## config.mk

```make
export PLATFORM = sky130hd
export DESIGN_NAME = glyph_coverage_blend_clip_flat
export DESIGN_NICKNAME = d
export VERILOG_FILES = /design/src/sv/gcbc_pkg.sv /design/src/sv/gcbc_req_if.sv /design/src/sv/gcbc_rsp_if.sv /design/src/sv/glyph_coverage_blend_clip.sv /design/src/sv/gcbc_alpha.sv /design/src/sv/gcbc_mix.sv /design/src/flat_wrapper.sv
export SDC_FILE = /design/constraint.sdc
export NUM_CORES = 1
export LEC_CHECK = 0
export ABC_AREA = 1
export BUFFER_PORTS_ARGS = -buffer_cell sky130_fd_sc_hd__buf_2
export CAP_MARGIN = 5
export CORE_MARGIN = 8
export CORE_UTILIZATION = 40
export CTS_BUF_LIST = sky130_fd_sc_hd__clkbuf_4 sky130_fd_sc_hd__clkbuf_8
export DETAILED_ROUTE_END_ITERATION = 16
export PLACE_DENSITY = 0.54
export SLEW_MARGIN = 15
export SYNTH_ARGS = -nofsm -noshare
export SYNTH_HDL_FRONTEND = slang
export SYNTH_SLANG_ARGS = --single-unit
```

## constraint.sdc

```tcl
create_clock -name clock -period 5.6 [get_ports clock]
set_input_delay 0.56 -clock clock [delete_from_list [all_inputs] [get_ports clock]]
set_output_delay 0.56 -clock clock [all_outputs]
set_load 0.02 [all_outputs]
```

## src/sv/gcbc_pkg.sv

```systemverilog
// Shared types, constants and helpers for the glyph coverage blender.
`default_nettype none
package gcbc_pkg;

   localparam int unsigned CHAN_W  = 8;
   localparam int unsigned CLIP_W  = 14;
   localparam int unsigned COORD_W = 16;
   localparam int unsigned RGB_W   = 24;
   localparam int unsigned PIXEL_W = 32;
   localparam int unsigned PROD_W  = 16;
   localparam int unsigned CSR_IDX_W  = 3;
   localparam int unsigned CSR_DATA_W = 14;

   localparam logic [CHAN_W-1:0] CHAN_MAX     = 8'hFF;
   localparam logic [CHAN_W-1:0] ALPHA_OPAQUE = 8'hFF;

   typedef enum logic [CSR_IDX_W-1:0] {
      CSR_TEXT_RED    = 3'd0,
      CSR_TEXT_GREEN  = 3'd1,
      CSR_TEXT_BLUE   = 3'd2,
      CSR_TEXT_ALPHA  = 3'd3,
      CSR_CLIP_LEFT   = 3'd4,
      CSR_CLIP_TOP    = 3'd5,
      CSR_CLIP_RIGHT  = 3'd6,
      CSR_CLIP_BOTTOM = 3'd7
   } csr_index_type;

   typedef struct packed {
      logic [CHAN_W-1:0] text_red;
      logic [CHAN_W-1:0] text_green;
      logic [CHAN_W-1:0] text_blue;
      logic [CHAN_W-1:0] text_alpha;
      logic [CLIP_W-1:0] clip_left;
      logic [CLIP_W-1:0] clip_top;
      logic [CLIP_W-1:0] clip_right;
      logic [CLIP_W-1:0] clip_bottom;
   } cfg_type;

   // clip test done, coverage times text alpha
   typedef struct packed {
      logic              valid;
      logic              hit;
      logic [PROD_W-1:0] product;
      logic [RGB_W-1:0]  dest;
   } clip_stage_type;

   // effective alpha known
   typedef struct packed {
      logic              valid;
      logic              write;
      logic [CHAN_W-1:0] alpha;
      logic [RGB_W-1:0]  dest;
   } alpha_stage_type;

   // weighted channel sums before the final divide
   typedef struct packed {
      logic              valid;
      logic              write;
      logic [PROD_W-1:0] sum_red;
      logic [PROD_W-1:0] sum_green;
      logic [PROD_W-1:0] sum_blue;
   } sum_stage_type;

   typedef struct packed {
      logic               valid;
      logic               write_enable;
      logic [PIXEL_W-1:0] new_pixel;
   } out_stage_type;

   // exact floor(x / 255) for x <= 255 * 255
   function automatic logic [CHAN_W-1:0] div255(input logic [PROD_W-1:0] x);
      logic [PROD_W:0] t;
      t = {1'b0, x} + {9'd0, x[PROD_W-1:CHAN_W]} + 17'd1;
      return t[PROD_W-1:CHAN_W];
   endfunction

endpackage
`default_nettype wire

```

## src/sv/gcbc_req_if.sv

```systemverilog
// Input channel: coverage beat with target coordinates and destination pixel.
`default_nettype none
interface gcbc_req_if;
   logic                valid;
   logic                ready;
   logic [7:0]          coverage;
   logic signed [15:0]  target_column;
   logic signed [15:0]  target_row;
   logic [23:0]         dest_rgb;

   modport source (output valid, output coverage, output target_column,
                   output target_row, output dest_rgb, input ready);
   modport sink   (input valid, input coverage, input target_column,
                   input target_row, input dest_rgb, output ready);
endinterface
`default_nettype wire

```

## src/sv/gcbc_rsp_if.sv

```systemverilog
// Result channel: write enable and blended ARGB pixel.
`default_nettype none
interface gcbc_rsp_if;
   logic        valid;
   logic        ready;
   logic        write_enable;
   logic [31:0] new_pixel;

   modport source (output valid, output write_enable, output new_pixel,
                   input ready);
   modport sink   (input valid, input write_enable, input new_pixel,
                   output ready);
endinterface
`default_nettype wire

```

## src/sv/glyph_coverage_blend_clip.sv

```systemverilog
// Glyph coverage blender with clip rectangle: top level.
// Accepts one coverage beat per clock while the pipeline can advance, and
// returns one result beat per input beat, in order. An accepted beat passes
// through the register stages in order and its result is valid on rsp_chan
// once it reaches the output register. The four register stages are: clip
// test and the coverage by text alpha multiply; the divide to effective
// alpha; the per-channel weighted sums; the final divide and packing into
// the output register. The whole pipeline advances together whenever the
// output register is empty or its beat is taken, so req_chan.ready follows
// rsp_chan.ready combinationally.
// Colour, alpha and clip registers are written through the csr_ port and
// should only change while no beats are in flight.
`default_nettype none
module glyph_coverage_blend_clip (
   input  logic                              clock,
   input  logic                              reset,
   gcbc_req_if.sink                          req_chan,
   gcbc_rsp_if.source                        rsp_chan,
   input  logic                              csr_write_enable,
   input  logic [gcbc_pkg::CSR_IDX_W-1:0]    csr_index,
   input  logic [gcbc_pkg::CSR_DATA_W-1:0]   csr_write_data
);
   import gcbc_pkg::*;

   cfg_type         cfg_ff;
   alpha_stage_type alpha_stage;
   out_stage_type   out_stage;
   logic            advance;

   always_ff @(posedge clock) begin
      if (reset) begin
         cfg_ff.text_red    <= 8'd0;
         cfg_ff.text_green  <= 8'd0;
         cfg_ff.text_blue   <= 8'd0;
         cfg_ff.text_alpha  <= 8'd255;
         cfg_ff.clip_left   <= 14'd0;
         cfg_ff.clip_top    <= 14'd0;
         cfg_ff.clip_right  <= 14'd4096;
         cfg_ff.clip_bottom <= 14'd4096;
      end else if (csr_write_enable) begin
         case (csr_index_type'(csr_index))
            CSR_TEXT_RED:    cfg_ff.text_red    <= csr_write_data[CHAN_W-1:0];
            CSR_TEXT_GREEN:  cfg_ff.text_green  <= csr_write_data[CHAN_W-1:0];
            CSR_TEXT_BLUE:   cfg_ff.text_blue   <= csr_write_data[CHAN_W-1:0];
            CSR_TEXT_ALPHA:  cfg_ff.text_alpha  <= csr_write_data[CHAN_W-1:0];
            CSR_CLIP_LEFT:   cfg_ff.clip_left   <= csr_write_data[CLIP_W-1:0];
            CSR_CLIP_TOP:    cfg_ff.clip_top    <= csr_write_data[CLIP_W-1:0];
            CSR_CLIP_RIGHT:  cfg_ff.clip_right  <= csr_write_data[CLIP_W-1:0];
            CSR_CLIP_BOTTOM: cfg_ff.clip_bottom <= csr_write_data[CLIP_W-1:0];
            default: ;
         endcase
      end
   end

   assign advance        = !out_stage.valid || rsp_chan.ready;
   assign req_chan.ready = advance;

   gcbc_alpha u_alpha (
      .clock       (clock),
      .reset       (reset),
      .advance     (advance),
      .cfg         (cfg_ff),
      .in_valid    (req_chan.valid),
      .in_coverage (req_chan.coverage),
      .in_column   (req_chan.target_column),
      .in_row      (req_chan.target_row),
      .in_dest     (req_chan.dest_rgb),
      .stage_out   (alpha_stage)
   );

   gcbc_mix u_mix (
      .clock     (clock),
      .reset     (reset),
      .advance   (advance),
      .cfg       (cfg_ff),
      .stage_in  (alpha_stage),
      .stage_out (out_stage)
   );

   assign rsp_chan.valid        = out_stage.valid;
   assign rsp_chan.write_enable = out_stage.write_enable;
   assign rsp_chan.new_pixel    = out_stage.new_pixel;

endmodule
`default_nettype wire

```

## src/sv/gcbc_alpha.sv

```systemverilog
// Stages 1-2: clip test, coverage times text alpha, divide to effective alpha.
`default_nettype none
module gcbc_alpha (
   input  logic                       clock,
   input  logic                       reset,
   input  logic                       advance,
   input  gcbc_pkg::cfg_type          cfg,
   input  logic                       in_valid,
   input  logic [7:0]                 in_coverage,
   input  logic signed [15:0]         in_column,
   input  logic signed [15:0]         in_row,
   input  logic [23:0]                in_dest,
   output gcbc_pkg::alpha_stage_type  stage_out
);
   import gcbc_pkg::*;

   clip_stage_type  clip_ff, clip_in;
   alpha_stage_type alpha_ff, alpha_in;
   logic            in_clip;
   logic [CHAN_W-1:0] alpha;

   always_comb begin
      in_clip = (in_column >= $signed({2'b00, cfg.clip_left}))
             && (in_column <  $signed({2'b00, cfg.clip_right}))
             && (in_row    >= $signed({2'b00, cfg.clip_top}))
             && (in_row    <  $signed({2'b00, cfg.clip_bottom}));
      clip_in.valid   = in_valid;
      clip_in.hit     = in_clip && (in_coverage != '0);
      clip_in.product = PROD_W'(in_coverage) * PROD_W'(cfg.text_alpha);
      clip_in.dest    = in_dest;
   end

   always_comb begin
      alpha          = div255(clip_ff.product);
      alpha_in.valid = clip_ff.valid;
      alpha_in.write = clip_ff.hit && (alpha != '0);
      alpha_in.alpha = alpha;
      alpha_in.dest  = clip_ff.dest;
   end

   always_ff @(posedge clock) begin
      if (reset) begin
         clip_ff.valid  <= 1'b0;
         alpha_ff.valid <= 1'b0;
      end else if (advance) begin
         clip_ff.valid  <= clip_in.valid;
         alpha_ff.valid <= alpha_in.valid;
      end
      if (advance) begin
         clip_ff.hit      <= clip_in.hit;
         clip_ff.product  <= clip_in.product;
         clip_ff.dest     <= clip_in.dest;
         alpha_ff.write   <= alpha_in.write;
         alpha_ff.alpha   <= alpha_in.alpha;
         alpha_ff.dest    <= alpha_in.dest;
      end
   end

   assign stage_out = alpha_ff;

endmodule
`default_nettype wire

```

## src/sv/gcbc_mix.sv

```systemverilog
// Stages 3-4: per-channel weighted sums, divide by 255, pack ARGB.
`default_nettype none
module gcbc_mix (
   input  logic                       clock,
   input  logic                       reset,
   input  logic                       advance,
   input  gcbc_pkg::cfg_type          cfg,
   input  gcbc_pkg::alpha_stage_type  stage_in,
   output gcbc_pkg::out_stage_type    stage_out
);
   import gcbc_pkg::*;

   sum_stage_type sum_ff, sum_in;
   out_stage_type out_ff, out_in;
   logic [CHAN_W-1:0] inv_alpha;

   always_comb begin
      inv_alpha        = CHAN_MAX - stage_in.alpha;
      sum_in.valid     = stage_in.valid;
      sum_in.write     = stage_in.write;
      sum_in.sum_red   = (PROD_W'(cfg.text_red) * PROD_W'(stage_in.alpha))
                       + (PROD_W'(stage_in.dest[23:16]) * PROD_W'(inv_alpha));
      sum_in.sum_green = (PROD_W'(cfg.text_green) * PROD_W'(stage_in.alpha))
                       + (PROD_W'(stage_in.dest[15:8]) * PROD_W'(inv_alpha));
      sum_in.sum_blue  = (PROD_W'(cfg.text_blue) * PROD_W'(stage_in.alpha))
                       + (PROD_W'(stage_in.dest[7:0]) * PROD_W'(inv_alpha));
   end

   always_comb begin
      out_in.valid        = sum_ff.valid;
      out_in.write_enable = sum_ff.write;
      if (sum_ff.write) begin
         out_in.new_pixel = {ALPHA_OPAQUE, div255(sum_ff.sum_red),
                             div255(sum_ff.sum_green), div255(sum_ff.sum_blue)};
      end else begin
         out_in.new_pixel = '0;
      end
   end

   always_ff @(posedge clock) begin
      if (reset) begin
         sum_ff.valid <= 1'b0;
         out_ff.valid <= 1'b0;
      end else if (advance) begin
         sum_ff.valid <= sum_in.valid;
         out_ff.valid <= out_in.valid;
      end
      if (advance) begin
         sum_ff.write        <= sum_in.write;
         sum_ff.sum_red      <= sum_in.sum_red;
         sum_ff.sum_green    <= sum_in.sum_green;
         sum_ff.sum_blue     <= sum_in.sum_blue;
         out_ff.write_enable <= out_in.write_enable;
         out_ff.new_pixel    <= out_in.new_pixel;
      end
   end

   assign stage_out = out_ff;

endmodule
`default_nettype wire

```

## src/flat_wrapper.sv

```systemverilog
// flat-port wrapper written by rule: the top's interface ports become plain ports
module glyph_coverage_blend_clip_flat import gcbc_pkg::*;
  (clock, reset, csr_write_enable, csr_index, csr_write_data, req_chan_valid, req_chan_coverage, req_chan_target_column, req_chan_target_row, req_chan_dest_rgb, req_chan_ready, rsp_chan_valid, rsp_chan_write_enable, rsp_chan_new_pixel, rsp_chan_ready);
  gcbc_req_if req_chan_i ();
  gcbc_rsp_if rsp_chan_i ();
  input  logic clock;
  input  logic reset;
  input  logic csr_write_enable;
  input  logic [gcbc_pkg::CSR_IDX_W-1:0] csr_index;
  input  logic [gcbc_pkg::CSR_DATA_W-1:0] csr_write_data;
  input wire logic [$bits(req_chan_i.valid)-1:0] req_chan_valid;
  input wire logic [$bits(req_chan_i.coverage)-1:0] req_chan_coverage;
  input wire logic [$bits(req_chan_i.target_column)-1:0] req_chan_target_column;
  input wire logic [$bits(req_chan_i.target_row)-1:0] req_chan_target_row;
  input wire logic [$bits(req_chan_i.dest_rgb)-1:0] req_chan_dest_rgb;
  output wire logic [$bits(req_chan_i.ready)-1:0] req_chan_ready;
  output wire logic [$bits(rsp_chan_i.valid)-1:0] rsp_chan_valid;
  output wire logic [$bits(rsp_chan_i.write_enable)-1:0] rsp_chan_write_enable;
  output wire logic [$bits(rsp_chan_i.new_pixel)-1:0] rsp_chan_new_pixel;
  input wire logic [$bits(rsp_chan_i.ready)-1:0] rsp_chan_ready;
  assign req_chan_i.valid = req_chan_valid;
  assign req_chan_i.coverage = req_chan_coverage;
  assign req_chan_i.target_column = req_chan_target_column;
  assign req_chan_i.target_row = req_chan_target_row;
  assign req_chan_i.dest_rgb = req_chan_dest_rgb;
  assign req_chan_ready = req_chan_i.ready;
  assign rsp_chan_valid = rsp_chan_i.valid;
  assign rsp_chan_write_enable = rsp_chan_i.write_enable;
  assign rsp_chan_new_pixel = rsp_chan_i.new_pixel;
  assign rsp_chan_i.ready = rsp_chan_ready;
  glyph_coverage_blend_clip u_core (.clock(clock), .reset(reset), .req_chan(req_chan_i), .rsp_chan(rsp_chan_i), .csr_write_enable(csr_write_enable), .csr_index(csr_index), .csr_write_data(csr_write_data));
endmodule
```

Word-level counts from Yosys, hierarchy flattened
Cells that the tools add are included.
- input bits: 86
- output and inout port bits: 35
- logic and storage cells: 74
- register bits: 248
- reduce and logical (&&, ||, !) cells: 18
- $mul: 7
- add/sub/neg operators: 12
- magnitude comparators: 4
- equal/unequal tests: 7
- mux-type cells: 1
- operators by type and width (kind ; count):
    multiplier 8 x 8 -> 16 bit ; 7
    adder 16 x 1 -> 16 bit (second input constant) ; 4
    adder 16 x 8 -> 16 bit ; 4
    adder 16 bit ; 3
    >= comparator 16 x 15 -> 1 bit ; 2
    less-than comparator 16 x 15 -> 1 bit ; 2
    two-way mux 32 bit ; 1
    AND reduction 2 bit ; 8
    nonzero test 8 bit ; 2
    == test 3 bit (second input constant) ; 4
    subtractor 8 bit (first input constant) ; 1
    == test 3 x 2 -> 1 bit (second input constant) ; 2
    logical AND 1 bit ; 5
    == test 3 x 1 -> 1 bit (second input constant) ; 1
    logical NOT 3 bit ; 1
    logical NOT 1 bit ; 1
    logical OR 1 bit ; 1

Logic depth before layout (Yosys ltp)
- depth in word-level cells: 5
- mapped depth: 24
- mapped depth without buffers: 22

Modules after synthesis
A second synthesis with hierarchy kept.
- cells, all modules: 3571
- area, all modules: 27805.4 um2
- modules (own cells, without submodules) (module ; area an instance (um2) ; cells an instance ; instances ; sequential area each (um2)):
    gcbc_mix ; 17674.5 ; 2294 ; 1 ; 2262.2
    gcbc_alpha ; 6652.6 ; 780 ; 1 ; 2262.2
    glyph_coverage_blend_clip ; 3478.3 ; 497 ; 1 ; 1761.7

Worst setup path before layout
No wires, ideal clock.
- kind: register -> register
- start: register u_core.u_alpha.alpha_ff, in the netlist u_core.u_alpha.stage_out[25]
- end: register u_core.u_mix.sum_ff[14] (netlist name), data pin
- cell stages (with the launch flop): 21
- library setup time: 0.258 ns
- data arrival time: 5.103 ns
- path slack: 0.239 ns
- clock period less this slack: 5.361 ns
- required time: 5.342 ns
- path buffers: 2
- cell sequence: edfxtp_1 > clkbuf_1 > clkbuf_1 > nand2_1 > fa_1 > fa_1 > inv_1 > fa_1 > fa_1 > fa_1 > inv_1 > fa_1 > inv_1 > ha_1 > a21oi_1 > o21ai_0 > a21oi_1 > nor2_1 > nand3_1 > nand3_1 > xor2_1
- RTL lines (what ; RTL line ; RTL):
    start: declaration ; gcbc_alpha.sv:18 ; alpha_stage_type alpha_ff, alpha_in;
    end: declaration ; gcbc_mix.sv:13 ; sum_stage_type sum_ff, sum_in;

==> summary.txt <==
Synth top area share - 0.249
#FFs+latches synth - 240
Synth unique cells - 46
Final setup TNS - 0 ns
Least-Margin Pin Slew - 0.774 ns
Cell taking the most area after synthesis - fa_1
First DRT Iteration DRCs - 1030
M3 GR Usage - 0.0337
Vias in the first global route - 20800
Initial Utilization - 0.404
DRT antenna net count - 0
Async S/R FF share, synth - 0
Clk_lat worst skew - 0.64 ns
GRT Overall Usage - 0.174
GRT busiest layer - met2
Worst Skew - 0.0310 ns
Ports - 121
Hold Vio Cnt, Final - 0
Die area - 0.0735 mm²
Syn_area_per_cell - 8.39 µm²
Count leader, synth - inv_1
Fin crit share - 0.959
GPL Wtd Cong - 0.891
I/O Buffers - 120
Die span in x - 271 µm
Clk buf depth - 3
Remaining Overflow, GRT - 0
Num Clock Sinks - 240
Status - complete, no violations
Synth Area in Compound Gates - 0.0630
Post-synthesis mux area share - 0
Adder-Cell Fraction of Synth Area - 0.395
Core area - 0.0645 mm²
Cells after synthesis - 3104
Layout cells sized above 1 - 0.0853
Clock Root Buffer - clkbuf_8
Headroom to the max-slew limit - 0.484
M1 GR Usage - 0.225
Ys Warns - 0
Fmax achieved - 0.186 GHz
Synth cell count leaders - inv_1, nand2_1, fa_1
Post-Synth XOR/XNOR Area - 0.0205
Largest net degree at the start of global routing - 77
Synth Area in Simple Gates - 0.146
H-Tree Level Count - 2
Via/cell ratio - 4.73
Post-CTS Setup Bufs - 0
Antenna violations before repair - 3
Final setup violation count - 0
Routed vias - 19400
FILL cells - 6489
Iteration count of the initial detailed-routing pass - 5
First-pass GRT wire length - 105000 µm
R2R depth - 19
Top FF cell, synth - edfxtp_1
Tmin final - 5.37 ns
Largest family of logic cells by synthesized area - adder cells
Seq/Total Area, Yosys - 0.241
Total CTS buffers - 47
RSZ-0062 raised after global routing - no
Routed wire length - 63400 µm
Max-Cap Viols - 0
Final Max Slew Viols - 0
Die Ht - 271 µm
CTS tree - done
Final HPWL DP - 51200 µm
Routed WL per cell - 15.4 µm
Top cells by area, synth - fa_1, edfxtp_1, ha_1
Worst-path maximum fanout - 26
CP arrival - 5.72 ns
Worst hold stages - 1
Area delta synth->final - 10.4%
CP endpoint kind - flip-flop
Met2 Track Usage GR - 0.294
Clk slew on worst S/H paths - 0.06 ns
Hold Crit Class - input pin to flip-flop
Remaining DRCs - 0
WP data required - 5.96 ns
Worst setup path class - flip-flop to flip-flop
EDFF count, synth - 148
Crit start category - flip-flop
Synthesized cell area - 0.0260 mm²
# rows - 93
Nets - 3926
[critical path, cell delays in order (launching register included)]
cell,delay (ns)
edfxtp_1,0.44
buf_12,0.20
inv_1,0.16
buf_12,0.15
nand2_1,0.07
fa_1,0.38
inv_1,0.09
fa_1,0.43
fa_1,0.57
fa_1,0.44
fa_1,0.49
inv_1,0.05
fa_1,0.47
inv_1,0.04
ha_1,0.36
nand2_1,0.11
o21ai_0,0.17
a21oi_1,0.08
o31ai_1,0.26
xor2_1,0.10
[cell type report]
| type | count | area (µm²) | area share |
|---|---|---|---|
| timing repair buffer | 162 | 1020 | 0.0354 |
| antenna | 3 | 7.51 | 0.000261 |
| clock buffer | 72 | 885 | 0.0308 |
| sequential | 240 | 6290 | 0.219 |
| clock inverter | 11 | 93.8 | 0.00327 |
| multi-input combinational | 1949 | 16300 | 0.568 |
| tap | 855 | 1070 | 0.0372 |
| inverter | 812 | 3060 | 0.106 |
[metal layers]
metal / routed length [µm] / vias to the layer above
li1: - / 9567
met1: 28500 / 9378
met2: 29800 / 373
met3: 3330 / 97
met4: 1800 / 0
met5: 0 / -
[logic make-up after synthesis]
kind of cell             count (synthesis)
buffers and inverters                  917
flip-flops                             240
adder cells (fa/ha/maj)                628
XOR/XNOR                                61
other                                    1
AO/OA/AOI/OAI                          304
AND/OR/NAND/NOR                        953
[repair_timing]
item	4_1_cts	5_1_grt
gates resized for setup	0	12
endpoints found under the setup margin	0	6
hold buffers	0	0
endpoints found under the hold margin	0	0
[cells in the final DEF, fill, tap and decap left out, types with 7 or more instances in the layout]
| master | synthesis | routed |
|---|---|---|
| inv_1 | 803 | 802 |
| clkbuf_4 | 0 | 17 |
| a21oi_1 | 144 | 141 |
| clkinv_1 | 4 | 8 |
| nand4_1 | 19 | 19 |
| a21o_1 | 15 | 15 |
| nor2_1 | 286 | 286 |
| dfxtp_1 | 92 | 90 |
| nand2_1 | 558 | 558 |
| o21ai_0 | 113 | 113 |
| clkbuf_8 | 0 | 55 |
| buf_12 | 0 | 7 |
| nand3_1 | 56 | 56 |
| a21oi_2 | 4 | 7 |
| buf_4 | 8 | 31 |
| ha_1 | 304 | 301 |
| buf_2 | 3 | 120 |
| fa_1 | 324 | 324 |
| edfxtp_1 | 148 | 148 |
| xor2_1 | 38 | 38 |
| nor3_1 | 10 | 10 |
| xnor2_1 | 23 | 23 |
[state kept, by name, indices dropped and copies added, names as in the netlist]
register,count
u_core.u_alpha.clip_ff,17
u_core.cfg_ff,88
u_core.u_mix.sum_ff,48
u_core.u_mix.stage_out,26
u_core.u_alpha.stage_out,34
u_core.u_mix.out_in,2
u_core.u_alpha.alpha_in,25
[final timing paths]
check | start | endpoint | slack (ns)
max | u_core.u_alpha.stage_out[28]$_DFFE_PP_ | u_core.u_mix.sum_ff[45]$_DFFE_PP_ | 0.23
min | req_chan_dest_rgb[6] | u_core.u_alpha.alpha_in[6]$_DFFE_PP_ | 0.09
max reg2reg | u_core.u_alpha.stage_out[28]$_DFFE_PP_ | u_core.u_mix.sum_ff[45]$_DFFE_PP_ | 0.23
min reg2reg | u_core.u_alpha.alpha_in[2]$_DFFE_PP_ | u_core.u_alpha.stage_out[2]$_DFFE_PP_ | 0.41
[metrics by stage]
step	hold WS, ns	instances	instance area (µm²)	util	worst slack, ns
6_report	0.0904	4104	28700	0.446	0.232
5_1_grt	0.0577	4103	28700	0.446	0.00606
4_1_cts	0.0250	4101	28700	0.445	0.176
3_5_place_dp	0.405	4018	27700	0.430	0.186
3_3_place_gp	0.401	4018	27700	0.430	0.268
2_1_floorplan	0.400	3106	26000	-	0.239
Power is not shown: default switching activity piles up to over one toggle a cycle in this logic, so the estimate is an artifact.
